`config.mk`:
```
export PLATFORM = sky130hd
export DESIGN_NAME = sorted_priority_queue
export DESIGN_NICKNAME = d
export VERILOG_FILES = /design/src/design/spq_pkg.sv /design/src/design/spq_cell.sv /design/src/design/sorted_priority_queue.sv
export VERILOG_INCLUDE_DIRS = /design/src /design/src/design
export SDC_FILE = /design/constraint.sdc
export NUM_CORES = 2
export LEC_CHECK = 0
export BUFFER_PORTS_ARGS = -buffer_cell sky130_fd_sc_hd__buf_4
export CORE_MARGIN = 3
export CORE_UTILIZATION = 65
export CTS_BUF_LIST = sky130_fd_sc_hd__clkbuf_8
export DETAILED_ROUTE_END_ITERATION = 10
export PLACE_DENSITY = 0.9
export SYNTH_ARGS = -nofsm -noshare
export SYNTH_HDL_FRONTEND = slang
export SYNTH_SLANG_ARGS = --single-unit
```
`constraint.sdc`:
```
create_clock -name clock -period 27.6 [get_ports clock]
set_input_delay 6.9 -clock clock [delete_from_list [all_inputs] [get_ports clock]]
set_output_delay 6.9 -clock clock [all_outputs]
set_load 0.01 [all_outputs]
```
`src/design/sorted_priority_queue_defines.svh`:
```
// ----------------------------------------------------------------------------
// Sorted priority queue assertion macros
// Shared concurrent assertion forms, clocked on clock and held off in reset.
// ----------------------------------------------------------------------------
`ifndef SORTED_PRIORITY_QUEUE_DEFINES_SVH
`define SORTED_PRIORITY_QUEUE_DEFINES_SVH

// Implication checked at every edge outside reset.
`define SPQ_ASSERT_IMPLY(lbl, ante, cons, msg) \
   lbl: assert property (@(posedge clock) disable iff (reset) (ante) |-> (cons)) \
      else $error(msg);

// Implication whose consequent is checked in the cycle after the antecedent.
`define SPQ_ASSERT_NEXT(lbl, ante, cons, msg) \
   lbl: assert property (@(posedge clock) disable iff (reset) (ante) |=> (cons)) \
      else $error(msg);

`endif

```
`src/design/spq_pkg.sv`:
```
// ----------------------------------------------------------------------------
// Sorted priority queue package
// Capacity, counter width, entry layout and control codes shared by the queue and its cells.
// ----------------------------------------------------------------------------
`default_nettype none

package spq_pkg;

   localparam int CAPACITY = 16;
   localparam int CNT_W    = $clog2(CAPACITY + 1);

   typedef enum logic {
      REQ_PUSH = 1'b0,
      REQ_POP  = 1'b1
   } req_kind_type;

   typedef enum logic [1:0] {
      CELL_HOLD      = 2'd0,
      CELL_FROM_PREV = 2'd1,
      CELL_FROM_NEXT = 2'd2,
      CELL_LOAD      = 2'd3
   } cell_op_type;

   typedef struct packed {
      logic signed [31:0] price;
      logic signed [31:0] code;
   } entry_type;

endpackage

`default_nettype wire

```
`src/design/spq_cell.sv`:
```
// ----------------------------------------------------------------------------
// Sorted priority queue cell
// Holds one entry, compares it with the incoming key, and takes its next
// entry from itself, a neighbor or the incoming item.
// ----------------------------------------------------------------------------
`default_nettype none

module spq_cell (
   input  wire                    clock,
   input  wire                    head_cell,
   input  spq_pkg::cell_op_type   ctrl_i,
   input  spq_pkg::entry_type     new_i,
   input  spq_pkg::entry_type     prev_i,
   input  spq_pkg::entry_type     next_i,
   output spq_pkg::entry_type     entry_o,
   output logic                   flag_o
);
   import spq_pkg::*;

   entry_type entry_ff;
   entry_type entry_in;
   logic      key_lt_new;
   logic      key_eq_new;

   // The head cell displaces its entry only on a strictly smaller key; every
   // later cell does so as soon as its key is not below the new one.
   assign key_lt_new = entry_ff.price < new_i.price;
   assign key_eq_new = entry_ff.price == new_i.price;
   assign flag_o     = head_cell ? (!key_lt_new && !key_eq_new) : !key_lt_new;

   always_comb begin
      unique case (ctrl_i)
         CELL_HOLD:      entry_in = entry_ff;
         CELL_FROM_PREV: entry_in = prev_i;
         CELL_FROM_NEXT: entry_in = next_i;
         CELL_LOAD:      entry_in = new_i;
         default:        entry_in = entry_ff;
      endcase
   end

   always_ff @(posedge clock) begin
      entry_ff <= entry_in;
   end

   assign entry_o = entry_ff;

endmodule

`default_nettype wire

```
`src/design/sorted_priority_queue.sv`:
```
// ----------------------------------------------------------------------------
// Sorted priority queue
// Minimum-first queue of price-keyed entries held in ascending order in a
// row of cells; each beat pushes or pops and reports the head and count.
// ----------------------------------------------------------------------------
//
//   Channel  Direction  Ports
//   req      in         req_valid, req_ready, req_type, req_item_code,
//                       req_item_price
//   rsp      out        rsp_valid, rsp_ready, rsp_head_code, rsp_is_empty,
//                       rsp_entry_count, rsp_push_rejected
//
// One request beat is taken per cycle: all cells compare against the new key
// at once, so the insert or shift completes in the accepting cycle.
// The response beat appears in the cycle after its request and reflects the
// queue state directly, so no separate result storage is needed.
// While a response waits on rsp_ready the request side stalls; it reopens in
// the same cycle the waiting response is taken.
// Reset (synchronous, active high) empties the queue; cell contents are not
// cleared, since only cells below the fill count are ever observed.
// ----------------------------------------------------------------------------
`default_nettype none

`include "sorted_priority_queue_defines.svh"

module sorted_priority_queue (
   input  wire                           clock,
   input  wire                           reset,
   input  wire                           req_valid,
   output logic                          req_ready,
   input  wire                           req_type,
   input  wire  signed [31:0]            req_item_code,
   input  wire  signed [31:0]            req_item_price,
   output logic                          rsp_valid,
   input  wire                           rsp_ready,
   output logic signed [31:0]            rsp_head_code,
   output logic                          rsp_is_empty,
   output logic [4:0]                    rsp_entry_count,
   output logic                          rsp_push_rejected
);
   import spq_pkg::*;

   logic [CNT_W-1:0]   count_ff;
   logic [CNT_W-1:0]   count_in;
   logic               rsp_valid_ff;
   logic               rsp_valid_in;
   logic               rejected_ff;
   logic               rejected_in;
   logic [CNT_W+4:0]   count_ext;

   logic               accept;
   logic               is_push;
   logic               is_full;
   logic               push_ok;
   logic               pop_ok;

   entry_type          new_entry;
   entry_type          cell_entry [CAPACITY];
   cell_op_type        cell_ctrl  [CAPACITY];
   logic [CAPACITY-1:0] cell_shift;

   // The request side is open whenever the response register is free or is
   // being emptied in this same cycle.
   assign req_ready = !rsp_valid_ff || rsp_ready;
   assign accept    = req_valid && req_ready;
   assign is_push   = (req_type == REQ_PUSH);
   assign is_full   = (count_ff == CNT_W'(CAPACITY));
   assign push_ok   = accept && is_push && !is_full;
   assign pop_ok    = accept && !is_push && (count_ff != '0);

   assign new_entry.price = req_item_price;
   assign new_entry.code  = req_item_code;

   // Each cell decides its own move from its flag and its left neighbor's.
   // Flags form a contiguous run from the insertion point to the last
   // occupied cell: that run shifts right by one, the first cell of the run
   // loads the new entry, and when the run is empty the first free cell does.
   for (genvar i = 0; i < CAPACITY; i++) begin : g_cell
      logic      occupied;
      logic      is_tail;
      logic      flag_raw;
      logic      prev_shift;
      entry_type prev_entry;
      entry_type next_entry;

      assign occupied     = CNT_W'(i) < count_ff;
      assign is_tail      = count_ff == CNT_W'(i);
      assign cell_shift[i] = occupied && flag_raw;

      if (i == 0) begin : g_first
         assign prev_shift = 1'b0;
         assign prev_entry = new_entry;
      end else begin : g_inner
         assign prev_shift = cell_shift[i-1];
         assign prev_entry = cell_entry[i-1];
      end

      if (i == CAPACITY - 1) begin : g_last
         assign next_entry = cell_entry[i];
      end else begin : g_body
         assign next_entry = cell_entry[i+1];
      end

      always_comb begin
         if (push_ok) begin
            if (prev_shift) begin
               cell_ctrl[i] = CELL_FROM_PREV;
            end else if (cell_shift[i] || is_tail) begin
               cell_ctrl[i] = CELL_LOAD;
            end else begin
               cell_ctrl[i] = CELL_HOLD;
            end
         end else if (pop_ok) begin
            cell_ctrl[i] = CELL_FROM_NEXT;
         end else begin
            cell_ctrl[i] = CELL_HOLD;
         end
      end

      spq_cell u_cell (
         .clock     (clock),
         .head_cell (i == 0),
         .ctrl_i    (cell_ctrl[i]),
         .new_i     (new_entry),
         .prev_i    (prev_entry),
         .next_i    (next_entry),
         .entry_o   (cell_entry[i]),
         .flag_o    (flag_raw)
      );
   end

   // Fill count and response bookkeeping.
   always_comb begin
      count_in = count_ff;
      if (push_ok) begin
         count_in = count_ff + CNT_W'(1);
      end else if (pop_ok) begin
         count_in = count_ff - CNT_W'(1);
      end
   end

   always_comb begin
      if (accept) begin
         rsp_valid_in = 1'b1;
      end else if (rsp_ready) begin
         rsp_valid_in = 1'b0;
      end else begin
         rsp_valid_in = rsp_valid_ff;
      end
   end

   // A rejected push is only possible on a full queue; pops never reject.
   assign rejected_in = accept ? (is_push && is_full) : rejected_ff;

   always_ff @(posedge clock) begin
      if (reset) begin
         count_ff     <= '0;
         rsp_valid_ff <= 1'b0;
      end else begin
         count_ff     <= count_in;
         rsp_valid_ff <= rsp_valid_in;
      end
   end

   always_ff @(posedge clock) begin
      rejected_ff <= rejected_in;
   end

   // The response reads the queue as it stands: the state only moves on an
   // accepted request, made only with no beat waiting or as the old beat leaves.
   assign count_ext         = {5'd0, count_ff};
   assign rsp_valid         = rsp_valid_ff;
   assign rsp_is_empty      = (count_ff == '0);
   assign rsp_head_code     = rsp_is_empty ? 32'sd0 : cell_entry[0].code;
   assign rsp_entry_count   = count_ext[4:0];
   assign rsp_push_rejected = rejected_ff;

   // The fill count never runs past the number of cells.
   `SPQ_ASSERT_IMPLY(a_count_bound, 1'b1, count_ff <= CNT_W'(CAPACITY),
      "fill count exceeds capacity")
   // A response waiting on the output holds the queue still.
   `SPQ_ASSERT_NEXT(a_stall_holds, rsp_valid_ff && !rsp_ready, $stable(count_ff),
      "queue changed while a response beat was stalled")
   // A reported rejection always comes with a full queue.
   `SPQ_ASSERT_IMPLY(a_reject_full, rsp_valid_ff && rejected_ff,
      count_ff == CNT_W'(CAPACITY), "push rejected while queue not full")
   // The two front entries stay in ascending key order.
   `SPQ_ASSERT_IMPLY(a_head_order, count_ff >= CNT_W'(2),
      !(cell_entry[1].price < cell_entry[0].price), "head entries out of order")

endmodule

`default_nettype wire
```
==> run summary <==
The run finished with clean final reports. The proportion of synthesized area in mux cells is 0.02368. The final cell count without fillers is 6,390. Setup slack closes at 13.37 ns. The logs give 48,580 for the number of global-route vias before repair and 0 for the post-CTS setup repair buffer count.

The number of nets in the synthesized netlist is 5,640. The capture point of the critical path is req_ready. The run gives 0 as the post-cts sizing count. For the full die area, the log shows 98,000 um2. The number of antenna violations at the first check in global routing is 11, and the count of distinct cell types in the synthesized netlist is 84. CTS built an H-tree with a depth of 4. Critical path launch point type: an input pin.

The fraction of final layout cells sized beyond drive strength 1 works out to 0.1150. The final core area utilization is 0.7121. For the aggregate global routing overflow, the log shows 0.

The insertion delay of the later-clocked pin in the worst-skew pair is 0.91 ns, and the number of hold buffers added after cts is 0. The worst register-to-register path ends at g_cell[10].u_cell.entry_o[54]. The post-synthesis compound-gate area fraction is 0.2038, and the maximum clock frequency is 70.29 MHz.

Yosys printed 0 warnings. The period utilization is 0.5155, and the maximum fanout along the worst path is 3. The global routing usage summed across all routing layers was 0.4102. The XOR/XNOR share of the synthesized area came out at 0.0007146. The fraction of met3 tracks used by global routing is 0.1413. Counting the fill cells in the layout gives 6,054.

The largest single stage delay on the critical path is 0.17 ns. TritonCTS built the clock tree. The critical setup path kind was input pin to output port. In this run the power density over the cells is 81.91 nW/um2. The total of max-cap violations was 0. The detailed-route vias per instance is 7.725, and the fraction of the mapped netlist area in adder cells is 0.1025.

The floorplan has 111 rows. The relative max-transition margin was 0.08468; the post-place setup slack was 13.39 ns. In this run, CTS created clock tree buffers numbering 167. The reg-to-reg setup timing slack was 21.67 ns. Routability-driven placement finished with a final weighted congestion of 1.010. The met1 track utilization from global routing is 0.5381.

The simple-gate share of the synthesized area was 0.1273. Area share of the largest cell type after synthesis: 0.5022. Across the VDD grid, the largest voltage drop is 0.06812 mV.

Among the stages of the critical path, the cell type that occurs most often is sky130_fd_sc_hd__buf_4. Count of buffers from port buffering: 109. The number of hold violations in the final report was 0. The count of vias placed by the detailed router is 49,360, and the post-synthesis cell count is 5,069. 110 I/O pins were placed. No sink is reached through more buffers than the 3 on the longest clock path.

The tools report the residual DRC count as 0. The core area was 92,640 um2; the number of storage elements in the synthesis netlist was 1,031. The synthesized design contains 1,025 enable-type register cells. The tools report the type of destination of the critical path as an output port. In the final routed layout, each cell accounts on average for 32.17 um.

The first-pass iteration count of the detailed router was 7; the detailed-placement wirelength estimate was 124,600 um. The share of the yosys chip area belonging to registers is 0.5042. The busiest metal layer after global routing is met2. The worst register-to-register path has a depth of 10.

The DRC marker count from the first detailed-route iteration is 9,172, and the data required time at the worst endpoint is 20.70 ns. Summed over all cells, the static leakage comes to 24.99 nW. At the pin with the least slew margin, the transition time is 1.370 ns. Highest-delay cell along the critical path: sky130_fd_sc_hd__nand2b_1.

The logs give 0 for the number of max-slew violations in the final report and 0.08671 ns for the worst clock skew on the final layout. The run gives 0.6616 as the effective utilization at floorplan. Clock-pin slew reported for the worst setup and hold paths after clock tree synthesis: 0.06 ns. The post-placement cell count is 6,077, and the wire length of the first global-routing pass is 303,900 um.

The worst hold path belongs to the class flip-flop to flip-flop. The arrival time at the worst endpoint was 7.33 ns. By area, the combinational part of the netlist is dominated by compound AO/OA/AOI/OAI gates.

The height of the chip was 313.1 um. The most critical setup path has its startpoint at rsp_ready. The final layout contains 5,574 nets. The area growth from synthesis to layout is 7.644%.

The master cell of the clock root buffer was sky130_fd_sc_hd__clkbuf_8. Yosys attributes the largest share of cell area to sky130_fd_sc_hd__edfxtp_1 50%, sky130_fd_sc_hd__a221o_1 13%, sky130_fd_sc_hd__ha_1 10%, sky130_fd_sc_hd__and2_1 7.0%, sky130_fd_sc_hd__mux2_2 2.2%. Summed over all instances, the cell type with the most area after synthesis is sky130_fd_sc_hd__edfxtp_1. The leading register cell type out of synthesis is sky130_fd_sc_hd__edfxtp_1. Start of the worst register-to-register path: rsp_entry_count[4]. Setup repair after global routing left no endpoint under its margin. The synthesized netlist occupies a cell area of 61,280 um2. The run gives 0.5824 as the global-route track usage on met2. Walking the worst path, the cells encountered are buf_4, nand2b_1, buf_4. The run gives 0 ns as the final sum of negative setup slack. Per-instance average area after synthesis: 12.09 um2. For the total length of routed wires, the log shows 205,500 um.

The count of nets left with antenna violations once routing finished came out at 0. The shortest period the worst path allows works out to 14.23 ns. The die width is 313.1 um.

Setup violations remaining at the end of the flow were counted as 0. Proportion of synthesized flip-flops having asynchronous set or reset: 0. The sink count of the clock tree came out at 1,031. Entering global routing, the biggest net connects 311 pins.
==> report_power, final <==
part	leakage [nW]	internal (mW)	switching, mW
clock network	1.82	0.659	0.677
logic	13.6	0.637	1.01
registers	9.60	2.20	0.222
==> layout by cell type, fill, tap and decap left out, types with 7 or more instances in the layout <==
| master | instances |
|---|---|
| sky130_fd_sc_hd__nand2b_1 | 29 |
| sky130_fd_sc_hd__ha_1 | 502 |
| sky130_fd_sc_hd__nor4_1 | 13 |
| sky130_fd_sc_hd__clkinv_1 | 42 |
| sky130_fd_sc_hd__a21o_1 | 98 |
| sky130_fd_sc_hd__and2_1 | 679 |
| sky130_fd_sc_hd__a21oi_1 | 186 |
| sky130_fd_sc_hd__and4_1 | 8 |
| sky130_fd_sc_hd__a31oi_1 | 15 |
| sky130_fd_sc_hd__bufinv_16 | 8 |
| sky130_fd_sc_hd__mux2_2 | 121 |
| sky130_fd_sc_hd__o21a_1 | 19 |
| sky130_fd_sc_hd__a211oi_1 | 25 |
| sky130_fd_sc_hd__nand2_1 | 270 |
| sky130_fd_sc_hd__nand3_1 | 34 |
| sky130_fd_sc_hd__inv_1 | 163 |
| sky130_fd_sc_hd__mux2_1 | 7 |
| sky130_fd_sc_hd__edfxtp_1 | 1025 |
| sky130_fd_sc_hd__a2111oi_0 | 9 |
| sky130_fd_sc_hd__clkinvlp_4 | 7 |
| sky130_fd_sc_hd__nor2b_1 | 43 |
| sky130_fd_sc_hd__and3_1 | 38 |
| sky130_fd_sc_hd__nand4_1 | 72 |
| sky130_fd_sc_hd__buf_4 | 182 |
| sky130_fd_sc_hd__o21ai_0 | 89 |
| sky130_fd_sc_hd__a221o_1 | 771 |
| sky130_fd_sc_hd__nor2_1 | 113 |
| sky130_fd_sc_hd__a21oi_4 | 16 |
| sky130_fd_sc_hd__a22o_1 | 65 |
| sky130_fd_sc_hd__o211ai_1 | 12 |
| sky130_fd_sc_hd__o221ai_1 | 72 |
| sky130_fd_sc_hd__diode_2 | 7 |
| sky130_fd_sc_hd__clkbuf_8 | 171 |
| sky130_fd_sc_hd__nor3_1 | 62 |
| sky130_fd_sc_hd__a221oi_1 | 9 |
| sky130_fd_sc_hd__clkinv_2 | 18 |
==> flip-flops by register name, summed over array words and instances, names as in the netlist <==
name and count:
rsp_entry_count 5, g_cell.u_cell.entry_o 1024, rsp_push_rejected 1, rsp_valid 1
==> final cells by class <==
class	instances	area, um2	share of cell area
timing repair buffer	183	1386	0.02102
inverter	112	420.4	0.006373
clock inverter	135	862.1	0.01307
multi-input combinational	3508	28470	0.4316
tap	1243	1555	0.02358
clock buffer	171	2354	0.03568
sequential	1031	30900	0.4684
antenna	7	17.52	0.0002655
==> logic make-up (layout without fill, tap and decap cells) <==
logic type               after synthesis  in the layout
AO/OA/AOI/OAI                       1460           1460
AND/OR/NAND/NOR                     1412           1412
flip-flops                          1031           1031
buffers and inverters                530            601
adder cells (fa/ha/maj)              502            502
multiplexers                         129            129
XOR/XNOR                               5              5
other                                  0              7
==> layer usage <==
metal / share of wire / vias up
li1: - / 20200
met1: 0.34 / 23550
met2: 0.42 / 4672
met3: 0.17 / 928
met4: 0.072 / 6
met5: 0.00031 / -
==> worst min-delay path by stage <==
stage | startpoint | endpoint | depth (start not counted)
2_1_floorplan | g_cell[9].u_cell.entry_o[0] | g_cell[10].u_cell.entry_o[0] | 1
3_3_place_gp | g_cell[9].u_cell.entry_o[19] | g_cell[10].u_cell.entry_o[19] | 1
3_5_place_dp | rsp_valid | rsp_valid | 2
4_1_cts | g_cell[14].u_cell.entry_o[13] | g_cell[15].u_cell.entry_o[13] | 1
5_1_grt | g_cell[14].u_cell.entry_o[13] | g_cell[15].u_cell.entry_o[13] | 1
6_report | g_cell[14].u_cell.entry_o[13] | g_cell[15].u_cell.entry_o[13] | 1
==> worst max-delay path, delay by kind of cell <==
| kind | cells | cell delay (ns) |
|---|---|---|
| simple gates | 1 | 0.17 |
| buf+inv | 2 | 0.26 |
==> per-stage QoR <==
| step | hold slack [ns] | area, um2 | power, mW |
|---|---|---|---|
| after floorplan | 0.5110 | 61280 | 3.423 |
| after global placement | 0.5205 | 62740 | 3.917 |
| after detailed placement | 0.5287 | 62740 | 3.995 |
| after CTS | 0.5499 | 65950 | 5.313 |
| after global routing | 0.5757 | 65960 | 5.567 |
| final | 0.5492 | 65970 | 5.404 |
==> synth_stat cells (13+ instances only) <==
master and instances:
sky130_fd_sc_hd__buf_1 21, sky130_fd_sc_hd__ha_1 502, sky130_fd_sc_hd__nor4_1 14, sky130_fd_sc_hd__edfxtp_1 1025
sky130_fd_sc_hd__nand4_1 72, sky130_fd_sc_hd__clkbuf_1 263, sky130_fd_sc_hd__nand3_1 34, sky130_fd_sc_hd__a31oi_1 17
sky130_fd_sc_hd__and2_1 683, sky130_fd_sc_hd__nand2_1 274, sky130_fd_sc_hd__o21ai_0 91, sky130_fd_sc_hd__nor2b_1 43
sky130_fd_sc_hd__and3_1 38, sky130_fd_sc_hd__o221ai_1 72, sky130_fd_sc_hd__a221o_1 771, sky130_fd_sc_hd__nor2_1 120
sky130_fd_sc_hd__a21oi_1 196, sky130_fd_sc_hd__nor3_1 63, sky130_fd_sc_hd__a211oi_1 25, sky130_fd_sc_hd__o21a_1 22
sky130_fd_sc_hd__mux2_2 121, sky130_fd_sc_hd__inv_1 111, sky130_fd_sc_hd__buf_6 13, sky130_fd_sc_hd__a21o_1 98
sky130_fd_sc_hd__a22o_1 65, sky130_fd_sc_hd__nand2b_1 29, sky130_fd_sc_hd__buf_2 111
Power figures use the tool's default switching activity.
